File: src/rtl/cntab_pkg.sv
// ---------------------------------------------------------------------------
// cntab_pkg
// shared types and constants of the compacting name table
// ---------------------------------------------------------------------------
`default_nettype none

package cntab_pkg;

    localparam int TABLE_DEPTH = 32;
    localparam int KEY_W       = 64;
    localparam int IDX_W       = $clog2(TABLE_DEPTH);
    localparam int CNT_W       = $clog2(TABLE_DEPTH + 1);

    typedef enum logic [1:0] {
        OP_CREATE = 2'd0,
        OP_DELETE = 2'd1,
        OP_SEARCH = 2'd2,
        OP_LIST   = 2'd3
    } op_t;

    typedef enum logic [2:0] {
        ST_CREATED   = 3'd0,
        ST_EXISTS    = 3'd1,
        ST_DELETED   = 3'd2,
        ST_NOT_FOUND = 3'd3,
        ST_FOUND     = 3'd4,
        ST_FULL      = 3'd5,
        ST_LIST      = 3'd6,
        ST_EMPTY     = 3'd7
    } status_t;

    typedef struct packed {
        op_t              op;
        logic [KEY_W-1:0] key;
    } req_t;

    typedef struct packed {
        status_t          status;
        logic [KEY_W-1:0] key_out;
        logic             last;
    } rsp_t;

    // command broadcast to every cell of the chain
    typedef enum logic [2:0] {
        CELL_HOLD,
        CELL_CMP,
        CELL_SHIFT,
        CELL_WRITE,
        CELL_ROTATE
    } cell_cmd_t;

    typedef struct packed {
        cell_cmd_t        cmd;
        logic [CNT_W-1:0] count;
        logic [KEY_W-1:0] req_key;
    } cell_ctrl_t;

endpackage

`default_nettype wire

File: src/rtl/cntab_cell.sv
// ---------------------------------------------------------------------------
// cntab_cell
// one table slot: holds a key, compares it, writes it, shifts or rotates with its neighbor
// ---------------------------------------------------------------------------
`default_nettype none

module cntab_cell (
    input  wire logic                      clk,
    input  wire logic                      rst_n,
    input  wire cntab_pkg::cell_ctrl_t     ctrl,
    input  wire logic [cntab_pkg::IDX_W-1:0] idx,
    input  wire logic [cntab_pkg::KEY_W-1:0] nbr_key,
    input  wire logic [cntab_pkg::KEY_W-1:0] head_key,
    input  wire logic                      seen_in,
    output logic                           seen_out,
    output logic                           hit,
    output logic [cntab_pkg::KEY_W-1:0]    key
);
    import cntab_pkg::*;

    logic [KEY_W-1:0] key_reg;
    logic [KEY_W-1:0] key_next;
    logic             hit_reg;
    logic             hit_next;
    logic [CNT_W-1:0] idx_ext;
    logic             slot_valid;
    logic             is_tail;

    assign idx_ext    = CNT_W'(idx);
    assign slot_valid = idx_ext < ctrl.count;
    assign is_tail    = idx_ext == (ctrl.count - CNT_W'(1));
    assign seen_out   = seen_in | hit_reg;
    assign hit        = hit_reg;
    assign key        = key_reg;

    always_comb
    begin
        key_next = key_reg;
        hit_next = hit_reg;
        case (ctrl.cmd)
            CELL_CMP:
            begin
                hit_next = slot_valid && (key_reg == ctrl.req_key);
            end
            CELL_SHIFT:
            begin
                // close the gap at and above the deleted slot
                if (seen_out)
                begin
                    key_next = nbr_key;
                end
            end
            CELL_WRITE:
            begin
                if (idx_ext == ctrl.count)
                begin
                    key_next = ctrl.req_key;
                end
            end
            CELL_ROTATE:
            begin
                key_next = is_tail ? head_key : nbr_key;
            end
            default:
            begin
                key_next = key_reg;
            end
        endcase
    end

    always_ff @(posedge clk or negedge rst_n)
    begin
        if (!rst_n)
        begin
            hit_reg <= 1'b0;
        end
        else
        begin
            hit_reg <= hit_next;
        end
    end

    always_ff @(posedge clk)
    begin
        key_reg <= key_next;
    end

endmodule

`default_nettype wire

File: config.mk
export PLATFORM = sky130hd
export DESIGN_NAME = cntab_cell
export DESIGN_NICKNAME = d
export VERILOG_FILES = /design/src/rtl/cntab_pkg.sv /design/src/rtl/cntab_cell.sv
export SDC_FILE = /design/constraint.sdc
export NUM_CORES = 1
export LEC_CHECK = 0
export BUFFER_PORTS_ARGS = -buffer_cell sky130_fd_sc_hd__buf_2
export CAP_MARGIN = 20
export CORE_MARGIN = 4
export CORE_UTILIZATION = 50
export CTS_CLUSTER_DIAMETER = 200
export DETAILED_ROUTE_END_ITERATION = 7
export PLACE_DENSITY = 0.95
export SLEW_MARGIN = 10
export SYNTH_ARGS = -nofsm -noshare
export SYNTH_HDL_FRONTEND = slang
export SYNTH_SLANG_ARGS = --single-unit
File: constraint.sdc
create_clock -name clk -period 14.9 [get_ports clk]
set_input_delay 1.49 -clock clk [delete_from_list [all_inputs] [get_ports clk]]
set_output_delay 1.49 -clock clk [all_outputs]
set_load 0.02 [all_outputs]
==> flow_summary.toml, run 1 <==
[sta]
slew_headroom = 0.3977
max_clock_freq_mhz = 240.1
slew_viol_final = 0
rsz0062_at_grt = "false"
fin_setup_tns_ps = 0
post-route-period-util = 0.2796
fin_worst_skew_ps = 17.64
setup_viol = 0
hold_viol_final = 0
tightest_slew_ps = 903.5
fin_crit_ps = 4165

[clocking]
cts.reportedPaths.clkPinSlew_ps = 70
cts_buffer_depth = 2
cts-buffers-inserted = 9
ctsHtreeMaxLevel = 3
postCtsSetupBuffers = 0
cts_num_sinks = 65
clkLatencyLatePin_ps = 340
hold_buffers = 0
post_cts_resized = 0
cts_tree = "done"
cts_root_buf = "clkbuf_8"

[worst_setup_path]
cp_max_fo = 65
cp.arrival_ps = 4220
r2r_cells = 4
r2r-start = "hit"
crit_buf_inv = 3
required_ps = 14950
critPathKind = "in2reg"
endpoint = "key[38]"
critical_path.top_delay_family = "buffers and inverters"
r2r-end = "key[48]"
critical_path.cell_chain = "buf_2 > ha_1 > nor4b_1 > o211ai_1 > a31oi_4 > buf_4 > o21a_4 > buf_16 > o221ai_1"
critical-path-max-stage-delay_ps = 580
crit_cells = 9
reg2reg_slack_ps = 12960
startpoint = "ctrl[64]"
critPathSlowestCell = "buf_4"
start_kind = "input port"
critPathCaptureType = "flop"

[route]
first_pass_iters = 5
final_antenna_net_count = 0
wl_per_cell_um = 20.30
drc = 0
wl_um = 18230
viasPerCell = 5.867
vias = 5269
drt_iter0_markers = 519

[logic_synthesis]
post_synth.cell_area_avg_um2 = 10.04
yosys-top-cells-area = "edfxtp_1 38%, o211ai_2 14%, o211ai_1 9.5%, nand2_1 9.3%, xnor2_1 4.8%"
synth-compound-area-share = 0.2820
synth_fp_nets = 725
synth-edff-count = 64
yosysTopAreaCell = "edfxtp_1"
synth_flop_cell = "edfxtp_1"
synth_top_family_by_area = "compound AO/OA/AOI/OAI gates"
yosys_warnings = 0
seq_area_frac_synth = 0.3803
ys_ff_latch = 65
synthMuxAreaShare = 0
synthCells = 510
synth_xor_area_frac = 0.09580
yosys-top-cells-count = "127 x nand2_1, 65 x o211ai_1, 64 x edfxtp_1, 59 x o211ai_2"
synth_top_area_frac = 0.3754
syn_area_um2 = 5120
postSynth.asyncResetShare = 0.01538
yosys.area_share.simple = 0.1518
yosysMostFrequentCell = "nand2_1"
synth_cell_types = 45
synth-adder-area-share = 0.01466

[floorplanning]
ioPinCount = 275
chipWidth_um = 109.2
initial_utilization = 0.5190
core_um2 = 9864
fp.dieH_um = 109.2
row_count = 36
die_area_um2 = 11920

[placed_design]
routabilityCongestion = 0.9218
io_buffers = 274
dpl_cell_area_um2 = 6439
dpl.hpwl_um = 13570

[pwr]
ir_worst_vdd_v = 0.00005131
p_leak_nw = 2.943
power.density_nw_per_um2 = 80.84

[global_routing]
track_usage = 0.2903
grt_pass1_vias = 5094
grt_pass1_wl_um = 26380
antenna_found_initial = 0
grt_max_degree = 70
gr-total-overflow = 0

[layout]
n_antenna_cell = 0
drive_gt1_frac = 0.4784
largest_register_ffs = 64
stdcell_area_um2 = 6690
num-nets-final = 975
synthToLayoutAreaGrowth_pct = 30.67

[run]
drv_cap = 0

[outcome]
status = "finished, final reports clean"

[worst_hold_path]
hold_class = "reg2reg"
hold-path-cell-count = 2
==> routing by layer <==
| layer | part of all wire | track usage | vias to the layer above | routed length (um) |
|---|---|---|---|---|
| met4 | 0.029 | 0.1006 | 0 | 520 |
| met1 | 0.36 | 0.3563 | 2442 | 6611 |
| met2 | 0.50 | 0.5075 | 373 | 9143 |
| met5 | 0 | 0 | - | 0 |
| li1 | - | - | 2412 | - |
| met3 | 0.11 | 0.05802 | 42 | 1956 |
==> cells by family (layout without fill, tap and decap cells) <==
| family | Yosys count | count (layout) |
|---|---|---|
| and+or+nand+nor | 173 | 173 |
| AOI/OAI and AO/OA | 150 | 150 |
| DFF | 65 | 65 |
| buffers and inverters | 60 | 315 |
| xor gates and xnor gates | 56 | 56 |
| adders and majority gates | 6 | 6 |
==> cell type report <==
class                   instances  area [um^2]
flip-flops and latches         65         1947
inverters                      18        67.56
well taps                     133        166.4
clock inverters                 7        100.1
repair buffers                281         1444
clock buffers                   9        123.9
multi-input cells             385         2841
fillers                       779         3174
==> cell usage in the layout (no fill, tap or decap), types with 2 or more instances in the layout <==
cell type  count
inv_6          3
buf_2        274
or2_2          2
xnor2_1       28
nor3_1         2
buf_4          6
nor4_1         8
o211ai_1      65
o221ai_1       7
and3b_1        2
ha_1           6
nand2b_1       2
nand4_1        8
xor2_1        28
inv_1         18
nand2_1      127
a2111o_1       2
clkbuf_8       9
o21ai_0        2
nand3_1        4
o211ai_2      59
edfxtp_1      64
nor2b_1        9
bufinv_16      2
a21oi_1        2
==> where the power goes <==
part           internal, mW  switching (mW)  total [mW]
clock network        0.0961          0.0774       0.173
registers             0.219         0.00957       0.228
logic                0.0572          0.0818       0.139
==> how the worst min path moves through the flow <==
stage               from  endpoint  slack (ps)
CTS                  hit       hit         650
global placement     hit       hit         610
global route         hit       hit         680
detailed placement   hit       hit         630
floorplan            hit       hit         640
finish               hit       hit         670
==> worst register-to-register path, delay by kind of cell, from the launching register on <==
| kind | cells | cell delay (ps) |
|---|---|---|
| flip-flops | 1 | 390 |
| AO/OA/AOI/OAI | 2 | 260 |
| buffers and inverters | 1 | 720 |
| AND/OR/NAND/NOR | 1 | 150 |
==> per-stage QoR <==
stage | setup WS (ps) | hold slack (ps) | instances | power [mW] | utilization
final | 10730 | 671.8 | 898 | 0.5408 | 0.6782
after floorplan | 7385 | 637.8 | 510 | 0.3059 | -
after global routing | 10640 | 675.6 | 898 | 0.5633 | 0.6782
after global placement | 10190 | 612.5 | 881 | 0.3673 | 0.6527
after CTS | 10450 | 651.2 | 897 | 0.5434 | 0.6754
after detailed placement | 10100 | 634.9 | 881 | 0.3702 | 0.6527
(Power assumes the default switching activity.)
==> run 2: changes to the inputs <==
- CORE_UTILIZATION: 50 -> 42
- PLACE_DENSITY: 0.95 -> 0.88
- clock period: 14.9 -> 3.7 ns (I/O delays scaled with it)
==> flow_summary.toml, run 2 (synthesized netlist as in run 1, its figures left out) <==
[layout]
final_common_cell = "buf_2"
n_antenna_cell = 0
synthToLayoutAreaGrowth_pct = 32.94
final_cell_mix = "274 x buf_2, 127 x nand2_1, 65 x o211ai_1"
num-nets-final = 979
largest_register_ffs = 64
instances_no_fill = 915
final_core_util = 0.5690
drive_gt1_frac = 0.4766

[clocking]
cts_num_sinks = 65
cts-buffers-inserted = 9
cts_root_buf = "clkbuf_16"
postCtsSetupBuffers = 0
cts_tree = "done"
clkLatencyLatePin_ps = 330
ctsHtreeMaxLevel = 3
post_cts_resized = 0
cts_buffer_depth = 2
cts.reportedPaths.clkPinSlew_ps = 60

[sta]
slew_headroom = 0.4196
fin_crit_ps = 2243
hold_viol_final = 0
fin_worst_skew_ps = 5.674
fin_setup_tns_ps = 0
hold_ws_ps = 344.0
slew_viol_final = 0
rsz0062_at_grt = "false"
tightest_slew_ps = 870.6
post-route-period-util = 0.6062
fin_ws_ps = 1457
max_clock_freq_mhz = 445.9
setup_viol = 0

[worst_setup_path]
cp_max_fo = 27
r2r_cells = 5
r2r-end = "hit"
critical_path.cell_chain = "buf_2 > ha_1 > nor4b_1 > o211ai_1 > a31oi_4 > o21a_4 > buf_4 > o221ai_1"
critical-path-max-stage-delay_ps = 400
cp.arrival_ps = 2290
critPathCaptureType = "flop"
r2r-start = "key[53]"
reg2reg_slack_ps = 1600
critPathKind = "in2reg"
start_kind = "input port"
critPathSlowestCell = "buf_4"
required_ps = 3750

[pwr]
p_leak_nw = 2.978
power.density_nw_per_um2 = 341.7
ir_worst_vdd_v = 0.0001974

[floorplanning]
initial_utilization = 0.4280
row_count = 40
die_area_um2 = 14020
chipWidth_um = 118.4
ioPinCount = 275
core_um2 = 11960
fp.dieH_um = 118.4

[route]
wl_per_cell_um = 20.43
drc = 0
wl_um = 18690
vias = 5198
first_pass_iters = 7
top_layer_used = "met5"
wl_met2_um = 9028
viasPerCell = 5.681
final_antenna_net_count = 0
route.met3.wl_um = 1746
met1_length_um = 7234
drt_iter0_markers = 411

[placed_design]
dpl.hpwl_um = 14370
dp_slack_ps = 1103
routabilityCongestion = 0.9360
io_buffers = 274
placedCellCount = 899

[run]
drv_cap = 0

[global_routing]
grt_max_degree = 65
grt_pass1_wl_um = 28230
grt_pass1_vias = 5261
antenna_found_initial = 3
track_usage = 0.2569
gr-total-overflow = 0

[worst_hold_path]
hold_class = "in2async"

[outcome]
status = "finished, final reports clean"
[run 2: changes by cell type in the layout (fill, tap and decap cells not counted), moves of 2 or more]
cell        delta
buf_4          +2
clkinv_1       +2
clkbuf_8       -9
inv_6          -3
buf_12         +2
clkbuf_16      +9
clkinvlp_4     +3
[run 2: critical path, delay by kind of cell]
family	cells	cell delay, ps
adder cells (fa/ha/maj)	1	310
AND/OR/NAND/NOR	1	310
AO/OA/AOI/OAI	4	750
buffers and inverters	2	530
[run 2: worst max path at each step]
stage,start,end,cells past startpoint
2_1_floorplan,ctrl[68],key[0],6
3_5_place_dp,ctrl[64],key[29],8
4_1_cts,ctrl[64],key[29],8
3_3_place_gp,ctrl[64],key[29],8
6_report,ctrl[64],key[29],8
5_1_grt,ctrl[64],key[29],8
[run 2: stage by stage]
step                area [um^2]  total power [mW]
global placement           6511             1.487
global route               6807             2.421
floorplan                  5134             1.229
finish                     6807             2.326
CTS                        6807             2.338
detailed placement         6511             1.497
[run 2: cell type report]
type                    instances  area (um^2)
clock buffers                   9        225.2
clock inverters                 6        60.06
fillers                      1078         5155
inverters                      18        67.56
multi-input cells             385         2841
flip-flops and latches         65         1947
well taps                     147        183.9
repair buffers                285         1481
[run 2: where the power goes]
group	internal [mW]	switching (mW)	total, mW
registers	0.882	0.0394	0.921
logic	0.234	0.330	0.564
clock network	0.513	0.327	0.841
[run 2: per-layer routing]
layer  vias to the layer above  global-route usage
li1                       2417                   -
met2                       293              0.4287
met5                         -                   0
met4                         6              0.1115
met1                      2433              0.3022
met3                        49             0.08421
[run 2: timing repair]
item	in CTS	in global routing
endpoints found under the setup margin	0	0
hold endpoints to repair	1	0
hold buffers	1	0
==> run 3: changes to the inputs <==
- clock period: 3.7 -> 2.06 ns (I/O delays scaled with it)
==> flow_summary.toml, run 3 (synthesized netlist as in run 1, its figures left out) <==
[global_routing]
antenna_found_initial = 3
grt_pass1_vias = 5466
track_usage = 0.2654
grt_max_degree = 70
grt_pass1_wl_um = 29150
gr-total-overflow = 0

[sta]
fin_worst_skew_ps = 6.141
max_clock_freq_mhz = 514.2
fin_crit_ps = 1945
rsz0062_at_grt = "false"
setup_viol = 0
hold_viol_final = 0
post-route-period-util = 0.9441
slew_headroom = 0.7144
slew_viol_final = 0
fin_setup_tns_ps = 0
tightest_slew_ps = 428.3

[layout]
drive_gt1_frac = 0.4923
final_cell_mix = "274 x buf_2, 127 x nand2_1, 65 x o211ai_1"
instances_no_fill = 929
final_common_cell = "buf_2"
largest_register_ffs = 64
stdcell_area_um2 = 7020
synthToLayoutAreaGrowth_pct = 37.12
n_antenna_cell = 0
num-nets-final = 992

[clocking]
cts_tree = "done"
cts-buffers-inserted = 9
cts_buffer_depth = 2
cts.reportedPaths.clkPinSlew_ps = 60
cts_root_buf = "clkbuf_16"
ctsHtreeMaxLevel = 3
cts_num_sinks = 65
clkLatencyLatePin_ps = 330
postCtsSetupBuffers = 0

[route]
viasPerCell = 5.779
vias = 5369
final_antenna_net_count = 0
drt_iter0_markers = 598
met1_length_um = 6991
wl_per_cell_um = 20.59
top_layer_used = "met5"
first_pass_iters = 5
drc = 0
route.met3.wl_um = 1892
wl_um = 19130
wl_met2_um = 9465

[worst_setup_path]
r2r_cells = 5
r2r-end = "hit"
cp.arrival_ps = 2170
cp_max_fo = 2
required_ps = 2290
r2r-start = "key[58]"
start_kind = "flop"
reg2reg_slack_ps = 120
critPathKind = "reg2reg"
critPathCaptureType = "flop"

[floorplanning]
core_um2 = 11960
initial_utilization = 0.4280
row_count = 40
chipWidth_um = 118.4
die_area_um2 = 14020
ioPinCount = 275
fp.dieH_um = 118.4

[placed_design]
placedCellCount = 912
dpl.hpwl_um = 14720
dpl_cell_area_um2 = 6718
io_buffers = 274
routabilityCongestion = 0.9578

[run]
drv_cap = 0

[outcome]
status = "finished, final reports clean"

[pwr]
ir_worst_vdd_v = 0.0003998
power.density_nw_per_um2 = 601.4
p_leak_nw = 3.074

[worst_hold_path]
hold_class = "in2async"
-- run 3: how the worst max path moves through the flow --
stage | start | end | slack (ps)
2_1_floorplan | ctrl[68] | key[0] | -930
3_3_place_gp | ctrl[64] | key[31] | -150
3_5_place_dp | ctrl[64] | key[31] | -160
4_1_cts | key[55] | hit | 6
5_1_grt | key[53] | hit | 50
6_report | key[58] | hit | 120
-- run 3: area by class of cell --
class	count	area (um^2)
Tap cell	147	183.9
Timing Repair Buffer	298	1642
Fill cell	1018	4941
Sequential cell	65	1947
Inverter	18	82.58
Clock inverter	6	58.81
Clock buffer	10	229.0
Multi-Input combinational cell	385	2878
-- run 3: layer usage --
| metal | vias up | GRT usage |
|---|---|---|
| met5 | - | 0 |
| li1 | 2445 | - |
| met2 | 340 | 0.4498 |
| met1 | 2518 | 0.3105 |
| met3 | 60 | 0.07703 |
| met4 | 6 | 0.1209 |
-- run 3: worst max-delay path: stages, from the launching register on --
cell,delay (ps)
edfxtp_1,430
xor2_1,160
nor4_1,300
nand2_1,140
or4_1,540
o31ai_2,260
-- run 3: power breakdown --
part | internal, mW | switching (mW) | leakage, nW
clock | 0.929 | 0.585 | 0.138
sequential | 1.58 | 0.0706 | 0.601
combinational | 0.449 | 0.605 | 2.33
-- run 3: repair_timing --
item	4_1_cts	5_1_grt
endpoints found under the setup margin	0	1
hold endpoints to repair	1	0
hold buffers	1	0
resized for setup	0	1
-- run 3: stage by stage --
stage	setup WS [ps]	power (mW)	utilization	hold WS, ps
5_1_grt	49.36	4.400	0.5869	161.3
3_5_place_dp	-160.3	2.730	0.5616	-16.65
3_3_place_gp	-149.7	2.710	0.5616	-19.67
2_1_floorplan	-928.3	2.213	-	-89.59
6_report	115.2	4.222	0.5869	167.9
4_1_cts	5.537	4.256	0.5865	149.3
